File: config.mk
export PLATFORM = sky130hd
export DESIGN_NAME = char_class_matcher_top_flat
export DESIGN_NICKNAME = d
export VERILOG_FILES = /design/src/hdl/ccm_pkg.sv /design/src/hdl/ccm_if.sv /design/src/hdl/ccm_compare_stage.sv /design/src/hdl/ccm_resolve_stage.sv /design/src/hdl/char_class_matcher_top.sv /design/src/flat_wrapper.sv
export SDC_FILE = /design/constraint.sdc
export NUM_CORES = 1
export LEC_CHECK = 0
export ABC_AREA = 0
export BUFFER_PORTS_ARGS = -buffer_cell sky130_fd_sc_hd__buf_2
export CAP_MARGIN = 20
export CORE_ASPECT_RATIO = 1.2
export CORE_MARGIN = 2
export CORE_UTILIZATION = 57
export CTS_CLUSTER_DIAMETER = 30
export DETAILED_ROUTE_END_ITERATION = 12
export HOLD_SLACK_MARGIN = 0.06
export PLACE_DENSITY = 0.84
export SLEW_MARGIN = 25
export SYNTH_ARGS = -nofsm -noshare
export SYNTH_HDL_FRONTEND = slang
export SYNTH_SLANG_ARGS = --single-unit
File: constraint.sdc
create_clock -name clk -period 2.5 [get_ports clk]
set_input_delay 0.125 -clock clk [delete_from_list [all_inputs] [get_ports clk]]
set_output_delay 0.125 -clock clk [all_outputs]
set_load 0.02 [all_outputs]
File: src/hdl/ccm_pkg.sv
// ----------------------------------------------------------------------------
// ccm_pkg
// Shared types and constants of the character class matcher.
// ----------------------------------------------------------------------------
`default_nettype none

package ccm_pkg;

    localparam int MAX_ENTRIES = 16;
    localparam int ENT_AW      = $clog2(MAX_ENTRIES);
    localparam int IDX_W       = 4;
    localparam int CNT_W       = 5;
    localparam int BYTE_W      = 8;
    localparam int CFG_IDX_W   = 1;
    localparam int CFG_DATA_W  = 5;

    localparam logic REQ_LOAD = 1'b0;
    localparam logic REQ_TEST = 1'b1;

    localparam logic [CFG_IDX_W-1:0] CFG_ENTRY_COUNT = 1'b0;
    localparam logic [CFG_IDX_W-1:0] CFG_INVERT      = 1'b1;

    typedef struct packed {
        logic              req_type;
        logic [IDX_W-1:0]  entry_index;
        logic [BYTE_W-1:0] range_low;
        logic [BYTE_W-1:0] range_high;
        logic [BYTE_W-1:0] text_byte;
        logic              at_end;
    } req_t;

    typedef struct packed {
        logic                   is_test;
        logic                   at_end;
        logic [MAX_ENTRIES-1:0] hits;
    } hit_t;

endpackage

`default_nettype wire

File: src/hdl/ccm_if.sv
// ----------------------------------------------------------------------------
// ccm_req_if / ccm_rsp_if
// Valid/ready channels for request and result beats.
// ----------------------------------------------------------------------------
`default_nettype none

interface ccm_req_if;
    logic       valid;
    logic       ready;
    logic       req_type;
    logic [3:0] entry_index;
    logic [7:0] range_low;
    logic [7:0] range_high;
    logic [7:0] text_byte;
    logic       at_end;

    modport source (output valid, req_type, entry_index, range_low, range_high,
                    text_byte, at_end, input ready);
    modport sink   (input valid, req_type, entry_index, range_low, range_high,
                    text_byte, at_end, output ready);
endinterface

interface ccm_rsp_if;
    logic valid;
    logic ready;
    logic matched;

    modport source (output valid, matched, input ready);
    modport sink   (input valid, matched, output ready);
endinterface

`default_nettype wire

File: src/hdl/ccm_compare_stage.sv
// ----------------------------------------------------------------------------
// ccm_compare_stage
// Class entry store and parallel range comparators; registers the hit vector.
// ----------------------------------------------------------------------------
`default_nettype none

module ccm_compare_stage (
    input  wire logic                  clk,
    input  wire logic                  rst_n,
    input  wire logic                  in_valid,
    input  wire ccm_pkg::req_t         in_item,
    input  wire logic [ccm_pkg::CNT_W-1:0] entry_count,
    output logic                       in_ready,
    output logic                       out_valid,
    output ccm_pkg::hit_t              out_item,
    input  wire logic                  out_ready
);
    import ccm_pkg::*;

    logic [BYTE_W-1:0]      low_bounds_reg  [MAX_ENTRIES];
    logic [BYTE_W-1:0]      high_bounds_reg [MAX_ENTRIES];
    logic                   valid_reg;
    logic                   valid_next;
    hit_t                   item_reg;
    hit_t                   item_next;
    logic                   advance;
    logic                   load_we;

    assign in_ready  = !valid_reg || out_ready;
    assign advance   = in_valid && in_ready;
    assign load_we   = advance && (in_item.req_type == REQ_LOAD)
                       && (32'(in_item.entry_index) < MAX_ENTRIES);
    assign out_valid = valid_reg;
    assign out_item  = item_reg;

    always_comb
    begin
        item_next.is_test = (in_item.req_type == REQ_TEST);
        item_next.at_end  = in_item.at_end;
        for (int i = 0; i < MAX_ENTRIES; i++)
        begin
            item_next.hits[i] = (CNT_W'(i) < entry_count)
                                && (in_item.text_byte >= low_bounds_reg[i])
                                && (in_item.text_byte <= high_bounds_reg[i]);
        end
        if (advance)
            valid_next = 1'b1;
        else if (out_ready)
            valid_next = 1'b0;
        else
            valid_next = valid_reg;
    end

    always_ff @(posedge clk or negedge rst_n)
    begin
        if (!rst_n)
            valid_reg <= 1'b0;
        else
            valid_reg <= valid_next;
    end

    always_ff @(posedge clk)
    begin
        if (advance)
            item_reg <= item_next;
        if (load_we)
        begin
            low_bounds_reg[ENT_AW'(in_item.entry_index)]  <= in_item.range_low;
            high_bounds_reg[ENT_AW'(in_item.entry_index)] <= in_item.range_high;
        end
    end

endmodule

`default_nettype wire

File: src/hdl/ccm_resolve_stage.sv
// ----------------------------------------------------------------------------
// ccm_resolve_stage
// Reduces the hit vector, applies inversion and end of text; output register.
// ----------------------------------------------------------------------------
`default_nettype none

module ccm_resolve_stage (
    input  wire logic          clk,
    input  wire logic          rst_n,
    input  wire logic          in_valid,
    input  wire ccm_pkg::hit_t in_item,
    input  wire logic          invert,
    output logic               in_ready,
    output logic               out_valid,
    output logic               out_matched,
    input  wire logic          out_ready
);
    import ccm_pkg::*;

    logic valid_reg;
    logic valid_next;
    logic matched_reg;
    logic matched_next;
    logic advance;

    assign in_ready    = !valid_reg || out_ready;
    assign advance     = in_valid && in_ready;
    assign out_valid   = valid_reg;
    assign out_matched = matched_reg;

    always_comb
    begin
        matched_next = in_item.is_test && !in_item.at_end
                       && ((|in_item.hits) ^ invert);
        if (advance)
            valid_next = 1'b1;
        else if (out_ready)
            valid_next = 1'b0;
        else
            valid_next = valid_reg;
    end

    always_ff @(posedge clk or negedge rst_n)
    begin
        if (!rst_n)
            valid_reg <= 1'b0;
        else
            valid_reg <= valid_next;
    end

    always_ff @(posedge clk)
    begin
        if (advance)
            matched_reg <= matched_next;
    end

endmodule

`default_nettype wire

File: src/hdl/char_class_matcher_top.sv
// ----------------------------------------------------------------------------
// char_class_matcher_top
// Regex bracket character class matcher.
//
// Channels: req (sink) carries load beats (req_type 0: write entry_index with
// range_low..range_high) and test beats (req_type 1: text_byte, at_end).
// rsp (source) returns one beat per request: matched is 1 when the byte lies
// in one of the first entry_count entries (in none of them when invert is
// set); it is 0 for loads and at end of text.
// Configuration: cfg_we/cfg_index/cfg_wdata write entry_count (index 0) and
// invert (index 1); write them only while no beat is in flight.
// Timing: three register stages (input, compare, resolve). rsp.valid rises
// once a request has passed the input, compare and resolve registers; one
// request enters per cycle while rsp is not stalled, since the sixteen range
// comparators work in parallel in one stage. A load is visible to the very
// next test beat. Reset clears all valid flags, entry_count and invert;
// entries stay undefined until loaded. When rsp stalls, stages fill up and
// req.ready drops once all three hold a beat; nothing is lost or repeated.
// ----------------------------------------------------------------------------
`default_nettype none

module char_class_matcher_top (
    input  wire logic                            clk,
    input  wire logic                            rst_n,
    input  wire logic                            cfg_we,
    input  wire logic [ccm_pkg::CFG_IDX_W-1:0]   cfg_index,
    input  wire logic [ccm_pkg::CFG_DATA_W-1:0]  cfg_wdata,
    ccm_req_if.sink                              req,
    ccm_rsp_if.source                            rsp
);
    import ccm_pkg::*;

    logic [CNT_W-1:0] entry_count_reg;
    logic             invert_reg;
    logic             s1_valid_reg;
    logic             s1_valid_next;
    req_t             s1_item_reg;
    req_t             s1_item_next;
    logic             s1_ready;
    logic             s2_ready;
    logic             s2_valid;
    hit_t             s2_item;
    logic             s3_ready;

    assign s1_ready  = !s1_valid_reg || s2_ready;
    assign req.ready = s1_ready;

    always_comb
    begin
        s1_item_next.req_type    = req.req_type;
        s1_item_next.entry_index = req.entry_index;
        s1_item_next.range_low   = req.range_low;
        s1_item_next.range_high  = req.range_high;
        s1_item_next.text_byte   = req.text_byte;
        s1_item_next.at_end      = req.at_end;
        if (req.valid && s1_ready)
            s1_valid_next = 1'b1;
        else if (s2_ready)
            s1_valid_next = 1'b0;
        else
            s1_valid_next = s1_valid_reg;
    end

    always_ff @(posedge clk or negedge rst_n)
    begin
        if (!rst_n)
        begin
            s1_valid_reg    <= 1'b0;
            entry_count_reg <= '0;
            invert_reg      <= 1'b0;
        end
        else
        begin
            s1_valid_reg <= s1_valid_next;
            if (cfg_we)
            begin
                case (cfg_index)
                    CFG_ENTRY_COUNT: entry_count_reg <= CNT_W'(cfg_wdata);
                    CFG_INVERT:      invert_reg      <= cfg_wdata[0];
                    default:         ;
                endcase
            end
        end
    end

    always_ff @(posedge clk)
    begin
        if (req.valid && s1_ready)
            s1_item_reg <= s1_item_next;
    end

    ccm_compare_stage u_compare (
        .clk         (clk),
        .rst_n       (rst_n),
        .in_valid    (s1_valid_reg),
        .in_item     (s1_item_reg),
        .entry_count (entry_count_reg),
        .in_ready    (s2_ready),
        .out_valid   (s2_valid),
        .out_item    (s2_item),
        .out_ready   (s3_ready)
    );

    ccm_resolve_stage u_resolve (
        .clk         (clk),
        .rst_n       (rst_n),
        .in_valid    (s2_valid),
        .in_item     (s2_item),
        .invert      (invert_reg),
        .in_ready    (s3_ready),
        .out_valid   (rsp.valid),
        .out_matched (rsp.matched),
        .out_ready   (rsp.ready)
    );

endmodule

`default_nettype wire
File: src/flat_wrapper.sv
// flat-port wrapper written by rule: the top's interface ports become plain ports
module char_class_matcher_top_flat import ccm_pkg::*;
  (clk, rst_n, cfg_we, cfg_index, cfg_wdata, req_valid, req_req_type, req_entry_index, req_range_low, req_range_high, req_text_byte, req_at_end, req_ready, rsp_valid, rsp_matched, rsp_ready);
  ccm_req_if req_i ();
  ccm_rsp_if rsp_i ();
  input  wire logic clk;
  input  wire logic rst_n;
  input  wire logic cfg_we;
  input  wire logic [ccm_pkg::CFG_IDX_W-1:0] cfg_index;
  input  wire logic [ccm_pkg::CFG_DATA_W-1:0] cfg_wdata;
  input wire logic [$bits(req_i.valid)-1:0] req_valid;
  input wire logic [$bits(req_i.req_type)-1:0] req_req_type;
  input wire logic [$bits(req_i.entry_index)-1:0] req_entry_index;
  input wire logic [$bits(req_i.range_low)-1:0] req_range_low;
  input wire logic [$bits(req_i.range_high)-1:0] req_range_high;
  input wire logic [$bits(req_i.text_byte)-1:0] req_text_byte;
  input wire logic [$bits(req_i.at_end)-1:0] req_at_end;
  output wire logic [$bits(req_i.ready)-1:0] req_ready;
  output wire logic [$bits(rsp_i.valid)-1:0] rsp_valid;
  output wire logic [$bits(rsp_i.matched)-1:0] rsp_matched;
  input wire logic [$bits(rsp_i.ready)-1:0] rsp_ready;
  assign req_i.valid = req_valid;
  assign req_i.req_type = req_req_type;
  assign req_i.entry_index = req_entry_index;
  assign req_i.range_low = req_range_low;
  assign req_i.range_high = req_range_high;
  assign req_i.text_byte = req_text_byte;
  assign req_i.at_end = req_at_end;
  assign req_ready = req_i.ready;
  assign rsp_valid = rsp_i.valid;
  assign rsp_matched = rsp_i.matched;
  assign rsp_i.ready = rsp_ready;
  char_class_matcher_top u_core (.clk(clk), .rst_n(rst_n), .cfg_we(cfg_we), .cfg_index(cfg_index), .cfg_wdata(cfg_wdata), .req(req_i), .rsp(rsp_i));
endmodule
==> metrics.cfg, run 1 <==
[route]
wl_met2_um=21400
drtIter0Drc=1184
wl_met3_um=3710
ant_nets=0
via_count=11000
topRoutingLayerUsed=met4
routed_wire_length_per_instance_um=23.1
drcViolationCount=0
routed_wl_um=42000
vias_per_cell=6.06
dr.pass1.iters=9
drt-met1-wl_um=14200

[global_route]
grt_usage_pct=29.0
grt_max_degree=33
antenna_found_initial=1
grt.overflow.total=0
grt_pass1_wl_um=64100
grt_pass1_vias=11900

[finish]
area.sequential_um2=9380
area_growth_pct=19.4
nNetsFinal=1698
multiInputGateArea_um2=5690
num_antenna_cells=0
layout-drive-gt1-share_pct=11.7
num-fill-cells=1714

[sta]
grt_setup_unrepaired=false
tightest_slew_ns=1.09
finalClockSkew_ns=0.0304
setup_viol=0
timing.fmax_mhz=434
slew_viol_final=0
worst_slack_ns=0.198
relSlewSlack_pct=27.5
hold_viol=0
finalCritPeriodShare_pct=92.1
setup_tns_ns=0
finalCriticalPeriod_ns=2.30

[floorplanning]
core-area_um2=27700
start_util_pct=57.5
die_h_um=187
die_w_um=157
rows=67
pin_count=44
dieArea_um2=29400

[clocking]
clkSinkCount=314
cts_buffer_depth=3
cts_resized=0
cts_made_buffers=46
path_clk_slew_ns=0.06
clk_latency_ns=0.55
cts_root_buffer=clkbuf_16
h-tree-depth=2
cts_tree=built

[synthesis]
ys_ff_latch=314
ys_types=48
syn_area_um2=16000
synth_ff_type=edfxtp_1
yosysSeqAreaShare_pct=58.8
synth_top_area_cell=edfxtp_1
ys_top_cells_by_area=edfxtp_1, ha_1, inv_1
synth_area_per_cell_um2=12.9
syn_inst=1235
synth_top_area_share_pct=57.4
yosys_warnings=0
async_reset_ff_share_pct=2.87
synth-edff-count=305
synthesis.nets=1532

[status]
status=completed

[placement]
portBuffers=43
post-dp-hpwl_um=23500
gp_congestion=0.831
dp_slack_ns=0.329

[critical_path]
cp_cell_sequence=buf_12, ha_1, nand4_1, a21oi_1, o22a_1, nor3_1
start_kind=flip-flop
ff2ff_path_depth=6
critPathMaxFanout=15
crit_type=reg2reg
reg2reg_slack_ns=0.20
crit_slowest_cell=edfxtp_1
crit_required_ns=2.84
max_stage_delay_ns=0.88
cp-end-kind=flip-flop
arrival_ns=2.64

[min_path]
holdPathStages=4
hold_class=in2reg

[pwr]
p_per_area_nw_per_um2=741
power_mw=14.1
p_leak_nw=8.31
ir_drop_uv=776

[run]
drv_cap=0

==> cell families after synthesis <==
group,count (synthesis),synth area share (%)
AOI/OAI and AO/OA,221,8.61
DFF,314,58.8
muxes,5,0.353
xor gates and xnor gates,1,0.0549
adders and majority gates,256,20.1
buffers and inverters,236,5.69
and+or+nand+nor,202,6.44
==> timing repair <==
| item | CTS | global route |
|---|---|---|
| endpoints found under the setup margin | 0 | 0 |
| hold endpoints to repair | 49 | 0 |
| hold buffers | 42 | 0 |
| buffers inserted | 0 | 0 |
==> path summary, 6_finish.rpt <==
path                                  startpoint                       endpoint
max                        u_core.s1_item_reg[5]   u_core.u_compare.out_item[6]
min                                    cfg_index      u_core.entry_count_reg[2]
max reg2reg                u_core.s1_item_reg[5]   u_core.u_compare.out_item[6]
min reg2reg                u_core.s1_item_reg[0]  u_core.u_compare.out_item[16]
max in group asynchronous                  rst_n      u_core.entry_count_reg[2]
min in group asynchronous                  rst_n            u_core.s1_valid_reg
==> report_power, final <==
part	internal [mW]	switching, mW	leakage, nW
sequential	5.94	0.191	2.89
clock	4.35	2.51	0.790
combinational	0.449	0.685	4.63
total	10.7	3.38	8.31
==> layer usage <==
metal / GRT usage (%) / vias to the layer above
met5: 0 / -
met4: 17.7 / 0
met3: 5.77 / 197
met2: 51.3 / 667
met1: 31.8 / 5298
li1: - / 4846
==> final cells by class <==
class,instances,area share (%)
tap,379,2.49
sequential,314,49.2
inverter,231,4.55
multi-input combinational,685,29.9
clock inverter,31,2.11
clock buffer,54,6.53
timing repair buffer,123,5.23
==> worst max-delay path, delay by kind of cell (launching register included) <==
| kind | cells | cell delay (ns) |
|---|---|---|
| adders and majority gates | 1 | 0.24 |
| and+or+nand+nor | 2 | 0.42 |
| buffers and inverters | 1 | 0.25 |
| AOI/OAI and AO/OA | 2 | 0.28 |
| DFF | 1 | 0.88 |
==> stage by stage <==
stage | cells | hold slack, ns | area, um^2 | utilization (%)
5_1_grt | 1817 | 0.141 | 19100 | 68.7
3_5_place_dp | 1690 | 0.0263 | 17000 | 61.2
6_report | 1817 | 0.137 | 19100 | 68.7
4_1_cts | 1817 | 0.119 | 19100 | 68.7
2_1_floorplan | 1235 | -0.171 | 16000 | -
3_3_place_gp | 1690 | 0.0211 | 17000 | 61.2
==> Yosys cell counts, types with 3 or more instances <==
master and number:
nor2_1 37, mux2_1 5, o211a_1 3, nand3_1 6
o21ai_0 28, nand4_1 32, a31oi_1 6, a21o_1 22
edfxtp_1 305, a21oi_1 105, buf_6 3, a221o_1 5
and3_1 6, nor2b_1 13, inv_1 230, dfrtp_1 9
nand2b_1 22, a221oi_1 5, o22a_1 6, or3_1 4
nor4_1 4, nand2_1 57, ha_1 256, nor3_1 8
o21ai_1 8, o211ai_1 12, and2_1 4, a211oi_1 7
==> layout by cell type, fill, tap and decap left out, types with 8 or more instances in the layout <==
cell,count
a21o_1,22
dlygate4sd3_1,42
nand4_1,32
edfxtp_1,305
ha_1,256
clkbuf_16,49
buf_2,43
nand2b_1,22
nand2_1,57
buf_4,32
nor2_1,37
o21ai_1,8
a21oi_1,105
o211ai_1,12
o21ai_0,28
inv_1,230
nor2b_1,13
dfrtp_1,9
No activity file was read; power rests on OpenSTA's default activity.
==> inputs of run 2 (changes only) <==
--- a/config.mk
+++ b/config.mk
@@ -7,14 +7,13 @@
 export LEC_CHECK = 0
 export ABC_AREA = 0
 export BUFFER_PORTS_ARGS = -buffer_cell sky130_fd_sc_hd__buf_2
-export CAP_MARGIN = 20
 export CORE_ASPECT_RATIO = 1.2
 export CORE_MARGIN = 2
-export CORE_UTILIZATION = 57
+export CORE_UTILIZATION = 40
 export CTS_CLUSTER_DIAMETER = 30
 export DETAILED_ROUTE_END_ITERATION = 12
 export HOLD_SLACK_MARGIN = 0.06
-export PLACE_DENSITY = 0.84
+export PLACE_DENSITY = 0.64
 export SLEW_MARGIN = 25
 export SYNTH_ARGS = -nofsm -noshare
 export SYNTH_HDL_FRONTEND = slang
==> run 2 against run 1 <==
Final area is 4.5% higher. First-iteration DRC count is 38% lower. Critical path depth is 1 higher. Sequential share of layout area is 2.1 points lower. Sequential power is 1% lower. Combinational power is 5% higher. Worst setup slack better by 0.22 ns. Total power is 11% higher. Core utilization is 18 points lower. Flip-flop and latch count stayed put. Non-clock buffer count is 16 higher. Clock skew is 0.012 ns lower. Largest power group unchanged.
==> metrics.cfg, run 2 (same netlist as run 1, synthesis figures left out) <==
[clocking]
postCtsSetupBuffers=0  ; unchanged
path_clk_slew_ns=0.05  ; about the same
cts_resized=0  ; unchanged
clk_latency_ns=0.55  ; about the same
cts_tree=built
cts_root_buffer=clkbuf_16
cts_made_buffers=67  ; +46%
clkSinkCount=314  ; unchanged
h-tree-depth=3  ; +1
cts_buffer_depth=3  ; unchanged

[status]
status=completed

[sta]
tightest_slew_ns=1.06  ; -0.0303 ns
slew_viol_final=0  ; unchanged
relSlewSlack_pct=29.6  ; +2.0 points
hold_viol=0  ; unchanged
setup_tns_ns=0  ; unchanged
grt_setup_unrepaired=false
finalClockSkew_ns=0.0181  ; -0.0123 ns
whs_ns=0.119  ; -0.0179 ns
finalCritPeriodShare_pct=83.3  ; -8.7 points
finalCriticalPeriod_ns=2.08  ; -0.218 ns
timing.fmax_mhz=480  ; +10%
worst_slack_ns=0.417  ; +0.218 ns
setup_viol=0  ; unchanged

[route]
routed_wl_um=39000  ; -7.0%
drcViolationCount=0  ; unchanged
dr.pass1.iters=6  ; -3
vias_per_cell=5.12  ; -15%
ant_nets=0  ; unchanged
via_count=10400  ; -6.0%
drtIter0Drc=736  ; -38%
routed_wire_length_per_instance_um=19.3  ; -16%

[finish]
layout_common_cells=edfxtp_1, ha_1, inv_1
num-fill-cells=3308  ; +93%
final_cell_count_no_fill=2021  ; +11%
num_antenna_cells=0  ; unchanged
fin_area_um2=19900  ; +4.5%
final_common_cell=edfxtp_1
layout-drive-gt1-share_pct=13.8  ; +2.2 points
nNetsFinal=1735  ; +2.2%
final_util_pct=50.4  ; -18 points
area_growth_pct=24.8

[pwr]
sw_frac_of_total_pct=22.6  ; -1.4 points
pwr-share-clk_pct=53.9  ; +5.4 points
p_int_mw=12.2  ; +13%
ir_drop_uv=736  ; -5.1%
p_leak_nw=8.66  ; +4.2%
combPwrFrac_pct=7.5  ; -0.5 points
power_mw=15.7  ; +11%
sequentialPowerShare_pct=38.5  ; -4.9 points
p_switching_mw=3.56  ; +5.1%
p_per_area_nw_per_um2=790  ; +6.6%

[floorplanning]
die_h_um=223  ; +19%
die_w_um=186  ; +19%
rows=80  ; +19%
pin_count=44  ; unchanged
core-area_um2=39500  ; +42%
dieArea_um2=41500  ; +41%
start_util_pct=40.4  ; -17 points

[critical_path]
crit_type=reg2reg
ff2ff_path_depth=7  ; +1
reg2reg_slack_ns=0.42  ; +0.22 ns
arrival_ns=2.50  ; -0.14 ns
crit_required_ns=2.91  ; +0.07 ns
critPathMaxFanout=18  ; +3
start_kind=flip-flop
cp-end-kind=flip-flop

[global_route]
grt_pass1_vias=10900  ; -8.7%
grt.overflow.total=0  ; unchanged
antenna_found_initial=2  ; +1
grt_usage_pct=19.3  ; -9.7 points
grt_max_degree=33  ; unchanged
grt_pass1_wl_um=60200  ; -6.0%

[placement]
post-dp-hpwl_um=23500  ; -0.12%
placed_cell_area_um2=17300  ; +1.8%
dp_slack_ns=0.396  ; +0.0665 ns
portBuffers=43  ; unchanged
dp.cells=1859  ; +10%
gp_congestion=0.810  ; -2.5%

[run]
drv_cap=0  ; unchanged

[min_path]
holdPathStages=4  ; unchanged
hold_class=in2reg

[run 2: cell types whose count changed in the layout (fill, tap and decap cells not counted), sizes merged]
cell	change
buf	+15
bufinv	-1
clkbuf	+26
clkinv	+13
dlygate4sd3	+1
inv	-4
[run 2: cell type report]
| cell class | count | area, um^2 | area share, % |
|---|---|---|---|
| Clock inverter | 39 | 385 | 1.93 |
| Sequential cell | 314 | 9380 | 47.1 |
| Multi-Input combinational cell | 685 | 5690 | 28.6 |
| Inverter | 231 | 867 | 4.35 |
| Clock buffer | 80 | 1810 | 9.09 |
| Tap cell | 533 | 667 | 3.35 |
| Timing Repair Buffer | 139 | 1120 | 5.61 |
[run 2: worst paths after layout]
| kind | start | endpoint |
|---|---|---|
| worst min register to register | u_core.s1_item_reg[0] | u_core.u_compare.out_item[16] |
| worst min-delay path | cfg_index | u_core.entry_count_reg[1] |
| worst max register to register | u_core.s1_item_reg[2] | u_core.u_compare.out_item[5] |
| min in group asynchronous | rst_n | u_core.entry_count_reg[1] |
| max in group asynchronous | rst_n | u_core.s1_valid_reg |
| worst max-delay path | u_core.s1_item_reg[2] | u_core.u_compare.out_item[5] |
[run 2: worst max-delay path: stages (launching register included)]
cell	delay, ns
edfxtp_1	0.38
buf_4	0.24
ha_1	0.34
nor2b_1	0.13
o211ai_1	0.15
a21oi_1	0.09
a2111oi_1	0.36
o221a_1	0.24
[run 2: what timing repair did]
action                                 4_1_cts  5_1_grt
setup endpoints to repair                    0        0
hold buffers                                43        0
endpoints found under the hold margin       49        0
[run 2: power by group through the flow]
stage          clock, mW  combinational [mW]  sequential [mW]
2_1_floorplan          0               0.571             6.17
3_3_place_gp           0                1.09             6.15
3_5_place_dp           0                1.13             6.15
4_1_cts             8.58                1.20             6.06
5_1_grt             8.84                1.32             6.06
6_report            8.48                1.19             6.06
[run 2: layer usage]
metal | part of all wire, % | up-vias | track usage, %
met5 | 0 | - | 0
met4 | 2.6 | 0 | 7.54
met3 | 6.0 | 83 | 3.27
met2 | 50 | 325 | 34.6
met1 | 41 | 5018 | 23.2
li1 | - | 4927 | -
==> inputs of run 3 (changes only) <==
==> constraint.sdc (replaced) <==
create_clock -name clk -period 1.8 [get_ports clk]
set_input_delay 0.09 -clock clk [delete_from_list [all_inputs] [get_ports clk]]
set_output_delay 0.09 -clock clk [all_outputs]
set_load 0.02 [all_outputs]
==> run 3 against run 2 <==
The run now ends with setup timing left. Total power increased by 37%. Maximum frequency down 2.9%. Clock power grew 26%. Global-route usage increased by 1.7 points. Worst setup slack worse by 0.76 ns. Sequential power is 40% higher. Critical path type unchanged. Largest cell class unchanged.
==> metrics.cfg, run 3 (same netlist as run 1, synthesis figures left out) <==
[route]
ant_nets=0  ; unchanged
vias_per_cell=5.21  ; +1.6%
routed_wl_um=45300  ; +16%
drt-met1-wl_um=17700  ; +11%
drcViolationCount=0  ; unchanged
topRoutingLayerUsed=met4
dr.pass1.iters=7  ; +1
routed_wire_length_per_instance_um=21.5  ; +11%
wl_met3_um=3070  ; +31%
via_count=11000  ; +6.1%
wl_met2_um=22300  ; +14%
drtIter0Drc=937  ; +27%

[global_route]
grt_usage_pct=21.0  ; +1.7 points
antenna_found_initial=0  ; -2
grt_max_degree=31  ; -6.1%
grt.overflow.total=0  ; unchanged
grt_pass1_vias=11300  ; +4.0%
grt_pass1_wl_um=65300  ; +8.4%

[floorplanning]
pin_count=44  ; unchanged
start_util_pct=40.4  ; unchanged
dieArea_um2=41500  ; unchanged
die_h_um=223  ; unchanged
core-area_um2=39500  ; unchanged
die_w_um=186  ; unchanged
rows=80  ; unchanged

[status]
status=finished with violations
violations=setup timing

[pwr]
ir_drop_uv=960  ; +30%
p_int_mw=16.5  ; +36%
sw_frac_of_total_pct=23.0  ; +0.41 points
p_leak_nw=9.35  ; +8.0%
p_per_area_nw_per_um2=961  ; +22%
p_switching_mw=4.94  ; +39%
sequentialPowerShare_pct=39.6  ; +1.1 points
combPwrFrac_pct=10.5  ; +3.0 points
pwr-share-clk_pct=49.9  ; -4.0 points

[critical_path]
critPathMaxFanout=8  ; -10
cp-end-kind=flip-flop
arrival_ns=2.43  ; -0.07 ns
crit_slowest_cell=edfxtp_1
cp_num_buf_inv=3  ; +2
start_kind=flip-flop
cp_cell_sequence=buf_6, clkbuf_16, buf_12, ha_4, and3_4, a221o_1, a31oi_1, a221oi_2
critPathTopFamily=compound AO/OA/AOI/OAI gates
crit_required_ns=2.09  ; -0.82 ns
crit_type=reg2reg
max_stage_delay_ns=0.45  ; +0.07 ns

[sta]
finalCritPeriodShare_pct=119  ; +36 points
worst_slack_ns=-0.346  ; -0.763 ns
hold_viol=0  ; unchanged
slew_viol_final=0  ; unchanged
setup_viol=264  ; +264
finalClockSkew_ns=0.0279  ; +0.00980 ns
timing.fmax_mhz=466  ; -2.9%
finalCriticalPeriod_ns=2.15  ; +0.0630 ns
tightest_slew_ns=1.06  ; +0.000691 ns
relSlewSlack_pct=29.5  ; -0.046 points
grt_setup_unrepaired=true

[clocking]
h-tree-depth=2  ; -1
cts_root_buffer=clkbuf_16
clkSinkCount=314  ; unchanged
cts_buffer_depth=3  ; unchanged
clk_latency_ns=0.58  ; +0.03 ns
cts_made_buffers=58  ; -13%
path_clk_slew_ns=0.05  ; about the same
cts_tree=built

[finish]
area_growth_pct=40.0
layout_common_cells=edfxtp_1, inv_1, ha_1
num_antenna_cells=0  ; unchanged
final_common_cell=edfxtp_1
layout-drive-gt1-share_pct=27.8  ; +14 points
nNetsFinal=1827  ; +5.3%
fin_area_um2=22300  ; +12%

[run]
drv_cap=0  ; unchanged

[placement]
portBuffers=43  ; unchanged
gp_congestion=0.826  ; +1.9%
post-dp-hpwl_um=25700  ; +9.5%
placed_cell_area_um2=18200  ; +5.2%
dp_slack_ns=-0.268  ; -0.664 ns

[min_path]
hold_class=in2reg

==> run 3: changes by cell type in the layout (fill, tap and decap cells not counted), sizes merged <==
cell	change
dlygate4sd3	+3
clkinvlp	+1
clkbuf	-2
clkinv	-3
inv	-4
buf	+91
bufinv	+3
==> run 3: path summary, 6_finish.rpt <==
check | cells after the start | to | startpoint | slack (ns)
setup / recovery | 8 | u_core.u_compare.out_item[9] | u_core.s1_item_reg[8] | -0.35
hold / removal | 4 | u_core.entry_count_reg[0] | cfg_we | 0.09
max in group asynchronous | 3 | u_core.u_resolve.out_valid | rst_n | 0.59
min in group asynchronous | 3 | u_core.s1_valid_reg | rst_n | 0.72
setup reg to reg | 8 | u_core.u_compare.out_item[9] | u_core.s1_item_reg[8] | -0.35
hold reg to reg | 0 | u_core.u_compare.out_item[16] | u_core.s1_item_reg[0] | 0.48
==> run 3: per-layer routing <==
| metal | GRT usage [%] | vias to the layer above |
|---|---|---|
| li1 | - | 5109 |
| met1 | 25.5 | 5346 |
| met2 | 36.3 | 411 |
| met3 | 3.68 | 117 |
| met4 | 10.3 | 0 |
| met5 | 0 | - |
==> run 3: area by class of cell <==
class | count | area, um^2
Fill cell | 3005 | 17200
Sequential cell | 314 | 9390
Multi-Input combinational cell | 685 | 6890
Timing Repair Buffer | 240 | 2600
Clock buffer | 71 | 1520
Inverter | 231 | 873
Tap cell | 533 | 667
Clock inverter | 36 | 409
==> run 3: power groups by stage <==
stage / combinational [mW] / clock, mW / sequential [mW]
6_report: 2.26 / 10.7 / 8.50
5_1_grt: 2.45 / 11.2 / 8.51
4_1_cts: 2.04 / 10.8 / 8.50
3_5_place_dp: 1.69 / 0 / 8.62
3_3_place_gp: 1.65 / 0 / 8.62
2_1_floorplan: 0.816 / 0 / 8.57
==> run 3: repair_timing <==
action	4_1_cts	5_1_grt
endpoints found under the setup margin	256	273
hold buffers	46	0
hold endpoints to repair	49	0
resized for setup	115	83
cloned	5	7
buffers inserted	21	12
pin swaps	62	54
==> run 3: worst min-delay path, delay by kind of cell <==
kind	cells	cell delay, ns
muxes	1	0.14
and+or+nand+nor	1	0.12
buffers and inverters	2	0.25
==> run 3: through the flow <==
step | cells | power [mW] | util, % | hold WS [ns] | setup TNS (ns)
2_1_floorplan | 1235 | 9.39 | - | -0.206 | -14.49
3_3_place_gp | 1914 | 10.3 | 46.0 | -0.00199 | -12.45
3_5_place_dp | 1914 | 10.3 | 46.0 | -0.000307 | -11.51
4_1_cts | 2093 | 21.3 | 54.6 | 0.0636 | -36.17
5_1_grt | 2110 | 22.1 | 56.5 | 0.119 | -62.62
6_report | 2110 | 21.5 | 56.5 | 0.0878 | -50.32
